File: src/hdl/tsst_pkg.sv
package tsst_pkg;

	localparam int unsigned SRC_W = 32;
	localparam int unsigned CNT_W = 16;

	// Header lengths in 32-bit words; 20 bytes is five words
	localparam logic [3:0]       MIN_HDR_WORDS = 4'd5;
	localparam logic [7:0]       PROTO_TCP     = 8'd6;
	localparam logic [7:0]       SYN_MASK      = 8'h02;
	localparam logic [CNT_W-1:0] COUNT_MAX     = 16'hFFFF;
	localparam logic [CNT_W-1:0] THRESH_RESET  = 16'd20;

	typedef enum logic [2:0] {
		ST_BAD_IP,
		ST_NOT_TCP,
		ST_BAD_TCP,
		ST_NO_SYN,
		ST_NEW_SOURCE,
		ST_COUNTED,
		ST_SCAN_ALERT,
		ST_TABLE_FULL
	} status_t;

	// Lookup probe that walks the cell chain
	typedef struct packed {
		logic             vld;
		logic             hit;
		logic             bumped;
		logic [SRC_W-1:0] src;
		logic [CNT_W-1:0] cnt;
	} probe_t;

	// Append request broadcast to all cells
	typedef struct packed {
		logic             en;
		logic [SRC_W-1:0] src;
	} append_t;

endpackage

File: src/hdl/tsst_cell.sv
module tsst_cell #(
	parameter int unsigned INDEX  = 0,
	parameter int unsigned FILL_W = 8
) (
	input  logic               clk,
	input  logic               arst_n,
	input  tsst_pkg::probe_t   probe_in,
	output tsst_pkg::probe_t   probe_out,
	input  logic [FILL_W-1:0]  fill,
	input  tsst_pkg::append_t  append
);

	localparam logic [FILL_W-1:0] MY_SLOT = FILL_W'(INDEX);

	logic [tsst_pkg::SRC_W-1:0] src_q;
	logic [tsst_pkg::CNT_W-1:0] cnt_q;
	logic [tsst_pkg::CNT_W-1:0] cnt_next;
	logic                       in_use;
	logic                       saturated;
	logic                       match;
	tsst_pkg::probe_t           probe_d;
	tsst_pkg::probe_t           probe_q;

	assign in_use    = MY_SLOT < fill;
	assign saturated = cnt_q == tsst_pkg::COUNT_MAX;
	assign cnt_next  = saturated ? cnt_q : cnt_q + 16'd1;
	assign match     = probe_in.vld && !probe_in.hit && in_use && (probe_in.src == src_q);

	always_comb begin
		probe_d = probe_in;
		if (match) begin
			probe_d.hit    = 1'b1;
			probe_d.bumped = !saturated;
			probe_d.cnt    = cnt_next;
		end
	end

	// Entry storage: written on append, bumped on a hit
	always_ff @(posedge clk) begin
		if (append.en && (fill == MY_SLOT)) begin
			src_q <= append.src;
			cnt_q <= 16'd1;
		end else if (match) begin
			cnt_q <= cnt_next;
		end
	end

	// Advance the probe one cell
	always_ff @(posedge clk or negedge arst_n) begin
		if (!arst_n) begin
			probe_q <= '0;
		end else begin
			probe_q <= probe_d;
		end
	end

	assign probe_out = probe_q;

endmodule

File: config.mk
export PLATFORM = sky130hd
export DESIGN_NAME = tsst_cell
export DESIGN_NICKNAME = d
export VERILOG_FILES = /design/src/hdl/tsst_pkg.sv /design/src/hdl/tsst_cell.sv
export SDC_FILE = /design/constraint.sdc
export NUM_CORES = 1
export LEC_CHECK = 0
export BUFFER_PORTS_ARGS = -buffer_cell sky130_fd_sc_hd__buf_2
export CORE_ASPECT_RATIO = 1.2
export CORE_MARGIN = 3
export CORE_UTILIZATION = 49
export DETAILED_ROUTE_END_ITERATION = 7
export PLACE_DENSITY = 0.85
export SYNTH_ARGS = -nofsm -noshare
export SYNTH_HDL_FRONTEND = slang
export SYNTH_SLANG_ARGS = --single-unit
File: constraint.sdc
create_clock -name clk -period 2.6 [get_ports clk]
set_input_delay 0.13 -clock clk [delete_from_list [all_inputs] [get_ports clk]]
set_output_delay 0.13 -clock clk [all_outputs]
set_load 0.01 [all_outputs]
==> summary.txt, run 1 <==
Worst setup path
  – Worst R2R Setup Slack: 0.13 ns
  – Worst Setup Path Type: flip-flop to flip-flop
  – Crit path largest cell delay: 0.48 ns
  – Crit path from: src_q[9]$_DFFE_PP_
  – Cell Chain, Critical Path: xnor2_1 > nand4_1 > nor4_1 > nand2_2 > or3b_1 > o31ai_1
  – R2R depth: 6
  – CP Capture Type: flip-flop
  – Crit-path slowest cell: or3b_1
  – CP required: 2.86 ns
  – Crit path launch type: flip-flop
  – Worst Path Arrival: 2.73 ns
  – Reg2Reg Launch Point: src_q[9]$_DFFE_PP_
  – Crit path max fanout: 9

GRT
  – Largest net degree at the start of global routing: 52
  – Antenna violations before repair: 0
  – Vias in the first global route: 3643
  – Grt total ovfl: 0
  – First-pass GRT wire length: 18.3 mm
  – Total GRT Usage: 26.4%

Logic synthesis
  – Synth Cell Area: 3950 um^2
  – Number of enable flip-flop cells after synthesis: 32
  – Post-synth top area share: 32.4%
  – Top cells by area, synth: dfrtp_1 32%, edfxtp_1 24%, xnor2_1 8.9%, dfxtp_1 8.1%, a21oi_1 2.4%
  – Mapped Avg Cell Area: 13.0 um^2
  – Leading area contributor after synthesis: dfrtp_1
  – Primary FF master, synth: dfrtp_1
  – Yosys reg bits: 99
  – Synthesis Warnings: 0
  – Post-Synthesis Cells: 304
  – Syn_nets: 399
  – Netlist cell types: 47
  – Sequential fraction of the synthesis area: 64.8%
  – Post-synth ARST share: 51.5%

CTS
  – H-tree depth: 3
  – CTS tree: done
  – CTS root buf: clkbuf_8
  – Clk pin slew, worst setup/hold paths: 0.11 ns
  – CTS max path bufs: 2
  – CTS Buf Count: 9
  – Clk_lat worst skew: 0.37 ns
  – Num Clock Sinks: 99

Final layout
  – Final nets: 628
  – P&R area growth vs syn: 46.2%
  – Most frequent cells in the layout: 144 x buf_2, 74 x dlygate4sd3_1, 51 x dfrtp_1, 40 x xnor2_1, 32 x edfxtp_1
  – Commonest non-fill, non-tap cell in the layout: buf_2
  – # diodes: 0
  – Multi-input gate area: 1320 um^2
  – Register area: 2560 um^2
  – Layout cells sized above 1: 34.0%
  – Fillers: 499

Detailed routing
  – Post-DR wirelength/cell: 18.7 um
  – Number of remaining DRC errors: 0
  – Number of antenna-violating nets in the routed design: 0
  – Via/cell ratio: 5.36
  – Vias after detailed routing: 3378
  – First-pass DRT Iterations: 4
  – 1st-iter DRT viols: 138
  – Final wirelength: 11.8 mm

STA
  – Post-layout min period: 2.47 ns
  – Final Hold Viols: 4
  – Post-route clock skew: 0.0167 ns
  – Final setup viols: 0
  – Relative slew slack: 22.1%
  – Final Hold Slack: -0.00360 ns
  – Fmax achieved: 405 MHz
  – RSZ-0062 raised after global routing: no
  – Period utilization: 95.0%
  – Fin Setup TNS: 0 ns
  – Worst-Margin Slew: 1.17 ns
  – Slew Viols, Final: 0

Die
  – Die width: 87.9 um
  – Site Rows: 35
  – Initial Util: 50.9%
  – Die ar.: 9170 um^2
  – Num ports: 145
  – Die Ht: 104 um
  – Core ar.: 7750 um^2

Place
  – Final HPWL from detailed placement: 6.72 mm
  – GPL Wtd Cong: 0.864
  – Port bufs: 144

Min path
  – Hold Crit Class: input port to async pin

Job
  – Max-Cap Viols: 0

Pwr
  – Pwr dens: 514 nW/um^2
  – Leakage: 2.43 nW
  – Worst VDD drop: 0.369 mV

Status
  – Status: complete, but fails checks
  – Failing checks: hold timing
-- metal layers --
| metal | wire [um] | GRT usage, % |
|---|---|---|
| met5 | 0 | 0 |
| met4 | 522 | 11.8 |
| met3 | 756 | 7.84 |
| met2 | 6340 | 47.4 |
| met1 | 4190 | 27.5 |
-- kinds of logic after synthesis --
group | count (synthesis) | synth area share (%)
AO/OA/AOI/OAI | 40 | 6.98
XOR/XNOR | 46 | 10.2
adder cells (fa/ha/maj) | 1 | 0.317
buffers and inverters | 13 | 1.68
flip-flops | 99 | 64.8
multiplexers | 10 | 2.70
AND/OR/NAND/NOR | 95 | 13.3
-- power by group --
| group | internal (mW) | switching, mW |
|---|---|---|
| sequential | 1.65 | 0.0158 |
| clock | 0.395 | 0.575 |
| combinational | 0.184 | 0.148 |
-- worst paths after layout --
check                                          end
setup / recovery             cnt_q[2]$_SDFFE_PP0P_
hold / removal             probe_out[26]$_DFF_PN0_
setup reg to reg             cnt_q[2]$_SDFFE_PP0P_
hold reg to reg              cnt_q[1]$_SDFFE_PP0P_
max in group asynchronous   probe_out[7]$_DFF_PN0_
min in group clk            probe_out[3]$_DFF_PN0_
-- sequential cells by signal (all words and copies together), names as in the netlist --
name / cells
cnt_q: 16
src_q: 32
probe_out: 51
-- timing repair --
| item | 4_1_cts | 5_1_grt |
|---|---|---|
| hold buffers | 74 | 0 |
| gates resized for setup | 0 | 1 |
| hold endpoints to repair | 74 | 0 |
| buffers inserted | 0 | 2 |
| endpoints found under the setup margin | 0 | 1 |
-- final cells by class --
cell class                 count  area share, %
clock buffer                  10           2.39
multi-input combinational    192           23.0
clock inverter                 6          0.976
timing repair buffer         226           27.0
inverter                       5          0.325
sequential                    99           44.3
tap                           92           2.00
-- stage by stage --
step	total power [mW]	setup slack (ns)	cells	util (%)	instance area (um^2)
floorplan	1.77	0.122	304	-	3950
global placement	1.92	0.288	538	62.1	4820
detailed placement	1.92	0.161	538	62.1	4820
CTS	2.94	0.121	628	74.2	5750
global route	3.06	0.0178	630	74.4	5770
finish	2.96	0.131	630	74.4	5770
-- Yosys cell counts (all sizes together), types with 2 or more instances --
cell type,n
a21oi,19
a311oi,2
a31o,3
and3,4
buf,5
clkbuf,3
dfrtp,51
dfxtp,16
edfxtp,32
inv,5
mux2,5
mux2i,5
nand2,17
nand2b,4
nand3,11
nand4,15
nand4b,2
nor2,18
nor3,6
nor4,3
o21a,2
o311ai,2
o31ai,3
or2,2
or3b,2
or4,6
xnor2,40
xor2,6
-- worst max-delay path: cells and delay by family (launching register included) --
family	cells	cell delay, ns
AND/OR/NAND/NOR	4	1.27
AO/OA/AOI/OAI	1	0.31
flip-flops	1	0.44
XOR/XNOR	1	0.33
(Power assumes the default switching activity.)
==> run 2: changes to the inputs <==
--- a/config.mk
+++ b/config.mk
@@ -5,10 +5,11 @@
 export SDC_FILE = /design/constraint.sdc
 export NUM_CORES = 1
 export LEC_CHECK = 0
+export ABC_AREA = 1
 export BUFFER_PORTS_ARGS = -buffer_cell sky130_fd_sc_hd__buf_2
 export CORE_ASPECT_RATIO = 1.2
 export CORE_MARGIN = 3
-export CORE_UTILIZATION = 49
+export CORE_UTILIZATION = 50
 export DETAILED_ROUTE_END_ITERATION = 7
 export PLACE_DENSITY = 0.85
 export SYNTH_ARGS = -nofsm -noshare
==> run 2 against run 1 <==
Effect of this change:
- the run now ends clean
- global-route usage fell by 0.46 points
- wire length is 4.6% higher
- via count increased by 18%
- combinational power rose by 3%
- worst setup slack better by 0.56 ns
- area after synthesis rose by 11%
- critical path depth increased by 8
- non-clock buffer count up 5
- fmax up 29%
- largest power group unchanged
==> summary.txt, run 2 <==
Final layout
  – Final nets: 803 (was 628)
  – Most frequent cells in the layout: 162 x nand2_1, 144 x buf_2, 84 x dlygate4sd3_1, 72 x inv_1, 51 x dfrtp_1 (was 144 x buf_2, 74 x dlygate4sd3_1, 51 x dfrtp_1, 40 x xnor2_1, 32 x edfxtp_1)
  – Final core utilization: 74.7% (was 74.4%)
  – Layout cells sized above 1: 29.7% (was 34.0%)
  – Design area: 6230 um^2 (was 5770 um^2)
  – Final Non-Filler Cells: 829 (was 630)
  – P&R area growth vs syn: 42.3% (was 46.2%)
  – Commonest non-fill, non-tap cell in the layout: nand2_1 (was buf_2)
  – Number of flip-flops in the largest register: 51 (unchanged)

Logic synthesis
  – Top-count cell post-synth: nand2_1 (was dfrtp_1)
  – Synth cell count leaders: 162 x nand2_1, 73 x inv_1, 51 x dfrtp_1 (was 51 x dfrtp_1, 40 x xnor2_1, 32 x edfxtp_1)
  – Netlist cell types: 33 (was 47)
  – Top cells by area, synth: dfrtp_1 29%, edfxtp_1 22%, nand2_1 14%, dfxtp_1 7.3%, inv_1 6.3% (was dfrtp_1 32%, edfxtp_1 24%, xnor2_1 8.9%, dfxtp_1 8.1%, a21oi_1 2.4%)
  – Syn_nets: 568 (was 399)
  – Post-Synthesis Cells: 473 (was 304)
  – Primary FF master, synth: dfrtp_1 (unchanged)
  – Yosys reg bits: 99 (unchanged)
  – Synthesis Warnings: 0 (unchanged)
  – Sequential fraction of the synthesis area: 58.5% (was 64.8%)
  – Number of enable flip-flop cells after synthesis: 32 (unchanged)
  – Leading area contributor after synthesis: dfrtp_1 (unchanged)
  – Mapped Avg Cell Area: 9.25 um^2 (was 13.0 um^2)
  – Post-synth ARST share: 51.5% (unchanged)
  – Post-synth top area share: 29.2% (was 32.4%)
  – Synth Cell Area: 4380 um^2 (was 3950 um^2)

STA
  – Post-layout min period: 1.91 ns (was 2.47 ns)
  – Slew Viols, Final: 0 (unchanged)
  – Period utilization: 73.5% (was 95.0%)
  – Final setup viols: 0 (unchanged)
  – Post-route clock skew: 0.0204 ns (was 0.0167 ns)
  – Final Hold Viols: 0 (was 4)
  – Fin Setup TNS: 0 ns (unchanged)
  – Worst-Margin Slew: 0.451 ns (was 1.17 ns)
  – RSZ-0062 raised after global routing: no (unchanged)
  – Relative slew slack: 69.9% (was 22.1%)
  – Fmax achieved: 523 MHz (was 405 MHz)

Detailed routing
  – Via/cell ratio: 4.83 (was 5.36)
  – Vias after detailed routing: 4001 (was 3378)
  – 1st-iter DRT viols: 146 (was 138)
  – Number of remaining DRC errors: 0 (unchanged)
  – Post-DR wirelength/cell: 14.9 um (was 18.7 um)
  – First-pass DRT Iterations: 4 (unchanged)
  – Number of antenna-violating nets in the routed design: 0 (unchanged)
  – Final wirelength: 12.4 mm (was 11.8 mm)

CTS
  – CTS tree: done (unchanged)
  – Post-CTS sizing: 0 (unchanged)
  – Clk_lat worst skew: 0.37 ns (about the same)
  – H-tree depth: 3 (unchanged)
  – CTS root buf: clkbuf_8 (unchanged)
  – CTS max path bufs: 2 (unchanged)
  – Num Clock Sinks: 99 (unchanged)
  – Clk pin slew, worst setup/hold paths: 0.09 ns (was 0.11 ns)
  – CTS Buf Count: 9 (unchanged)
  – Postcts setup bufs: 0 (unchanged)

Die
  – Die Ht: 108 um (was 104 um)
  – Num ports: 145 (unchanged)
  – Core ar.: 8330 um^2 (was 7750 um^2)
  – Die width: 91.4 um (was 87.9 um)
  – Die ar.: 9910 um^2 (was 9170 um^2)
  – Site Rows: 36 (was 35)
  – Initial Util: 52.5% (was 50.9%)

GRT
  – Largest net degree at the start of global routing: 40 (was 52)
  – Total GRT Usage: 26.0% (was 26.4%)
  – First-pass GRT wire length: 19.8 mm (was 18.3 mm)
  – Antenna violations before repair: 1 (was 0)
  – Grt total ovfl: 0 (unchanged)
  – Vias in the first global route: 4144 (was 3643)

Worst setup path
  – Largest delay share family, worst path: simple AND/OR/NAND/NOR gates (unchanged)
  – CP Capture Type: flip-flop (unchanged)
  – CP most frequent cell: nand2_1
  – Worst Path Arrival: 2.22 ns (was 2.73 ns)
  – CP Buf/Inv Count: 5 (was 0)
  – Crit path largest cell delay: 0.54 ns (was 0.48 ns)
  – Cell Chain, Critical Path: dlygate4sd3_1 > buf_2 > inv_1 > nand2_1 > nand2_1 > nor2_1 > nand2_1 > nor2_1 > nand2_2 > inv_2 > nand3_4 > inv_1 > nand2_1 > nand3_1 (was xnor2_1 > nand4_1 > nor4_1 > nand2_2 > or3b_1 > o31ai_1)
  – Crit path max fanout: 35 (was 9)
  – CP required: 2.91 ns (was 2.86 ns)
  – Crit-path slowest cell: dlygate4sd3_1 (was or3b_1)
  – Worst Setup Path Type: input port to flip-flop (was flip-flop to flip-flop)
  – Crit path launch type: input port (was flip-flop)

Pwr
  – Combinational share of power: 11.8% (was 11.2%)
  – Pwr dens: 467 nW/um^2 (was 514 nW/um^2)
  – Power share of the clock group: 31.2% (was 32.7%)
  – Leakage: 3.11 nW (was 2.43 nW)
  – P_int: 2.21 mW (was 2.23 mW)
  – Seq pwr share: 57.0% (was 56.1%)
  – Worst VDD drop: 0.249 mV (was 0.369 mV)
  – Net Sw Frac: 24.1% (was 24.9%)
  – Power Total: 2.91 mW (was 2.96 mW)
  – NetSw: 700 uW (was 738 uW)

Min path
  – Hold Crit Class: input port to flip-flop (was input port to async pin)

Place
  – Port bufs: 144 (unchanged)
  – Area after DPL: 5210 um^2 (was 4820 um^2)
  – Final HPWL from detailed placement: 7.48 mm (was 6.72 mm)
  – GPL Wtd Cong: 0.886 (was 0.864)
  – Placed Cells incl. Taps: 727 (was 538)

Status
  – Status: finished, final reports clean (was complete, but fails checks)

Job
  – Max-Cap Viols: 0 (unchanged)
## run 2: cell count changes after synthesis, moves of 9 or more
cell	change
a21oi_1	-14
a21oi_2	+11
inv_1	+68
nand2_1	+145
nand3_1	+9
nand3_2	+18
nand4_1	-11
nor2_1	+15
xnor2_1	-33
## run 2: worst min-delay path, stage by stage
cell and delay [ns]:
buf_2 0.08, nand2_1 0.09, nand3_1 0.09
## run 2: stage by stage
stage / worst slack (ns) / hold slack, ns
after floorplan: 1.03 / -0.166
after global placement: 0.840 / 0.0761
after detailed placement: 0.814 / 0.0819
after CTS: 0.782 / 0.0610
after global routing: 0.470 / 0.0685
final: 0.688 / 0.0581
## run 2: routing by layer
| metal | part of all wire, % | track usage (%) | up-vias |
|---|---|---|---|
| met5 | 0 | 0 | - |
| met2 | 53 | 48.0 | 164 |
| met3 | 6.5 | 6.19 | 41 |
| met4 | 3.6 | 12.5 | 0 |
| met1 | 36 | 27.6 | 1860 |
| li1 | - | - | 1936 |
## run 2: cells by family (layout without fill, tap and decap cells)
group	count (synthesis)	after routing	synth area share [%]
AOI/OAI and AO/OA	22	22	3.46
DFF	99	99	58.5
adders and majority gates	1	1	0.286
xor gates and xnor gates	9	9	1.80
buffers and inverters	85	325	8.21
and+or+nand+nor	257	257	27.8
other	0	2	0
## run 2: worst paths after layout
kind / startpoint / endpoint / slack [ns] / depth (start not counted)
setup / recovery: probe_in[33] / cnt_q[0]$_SDFFE_PP1P_ / 0.69 / 14
hold / removal: append[32] / cnt_q[0]$_SDFFE_PP1P_ / 0.06 / 3
setup reg to reg: src_q[17]$_DFFE_PP_ / cnt_q[0]$_SDFFE_PP1P_ / 0.72 / 11
hold reg to reg: cnt_q[15]$_SDFFE_PP0P_ / cnt_q[15]$_SDFFE_PP0P_ / 0.49 / 2
max in group asynchronous: arst_n / probe_out[2]$_DFF_PN0_ / 1.58 / 3
min in group asynchronous: arst_n / probe_out[16]$_DFF_PN0_ / 0.22 / 2
## run 2: repair_timing
action	in CTS	in global routing
hold endpoints to repair	99	0
endpoints found under the setup margin	0	0
hold buffers	84	0
## run 2: power groups by stage
stage	Sequential, mW	Clock (mW)	Combinational [mW]
after detailed placement	1.69	0	0.233
after global placement	1.69	0	0.225
after floorplan	1.72	0	0.0547
after global routing	1.66	0.979	0.373
final	1.66	0.906	0.343
after CTS	1.66	0.903	0.333
## run 2: layout make-up
| type | count | area [um^2] |
|---|---|---|
| multi-input combinational | 289 | 1460 |
| antenna | 2 | 5.00 |
| timing repair buffer | 231 | 1600 |
| clock buffer | 12 | 145 |
| tap | 114 | 143 |
| sequential | 99 | 2560 |
| inverter | 78 | 294 |
| fill | 555 | 2110 |
| clock inverter | 4 | 26.3 |
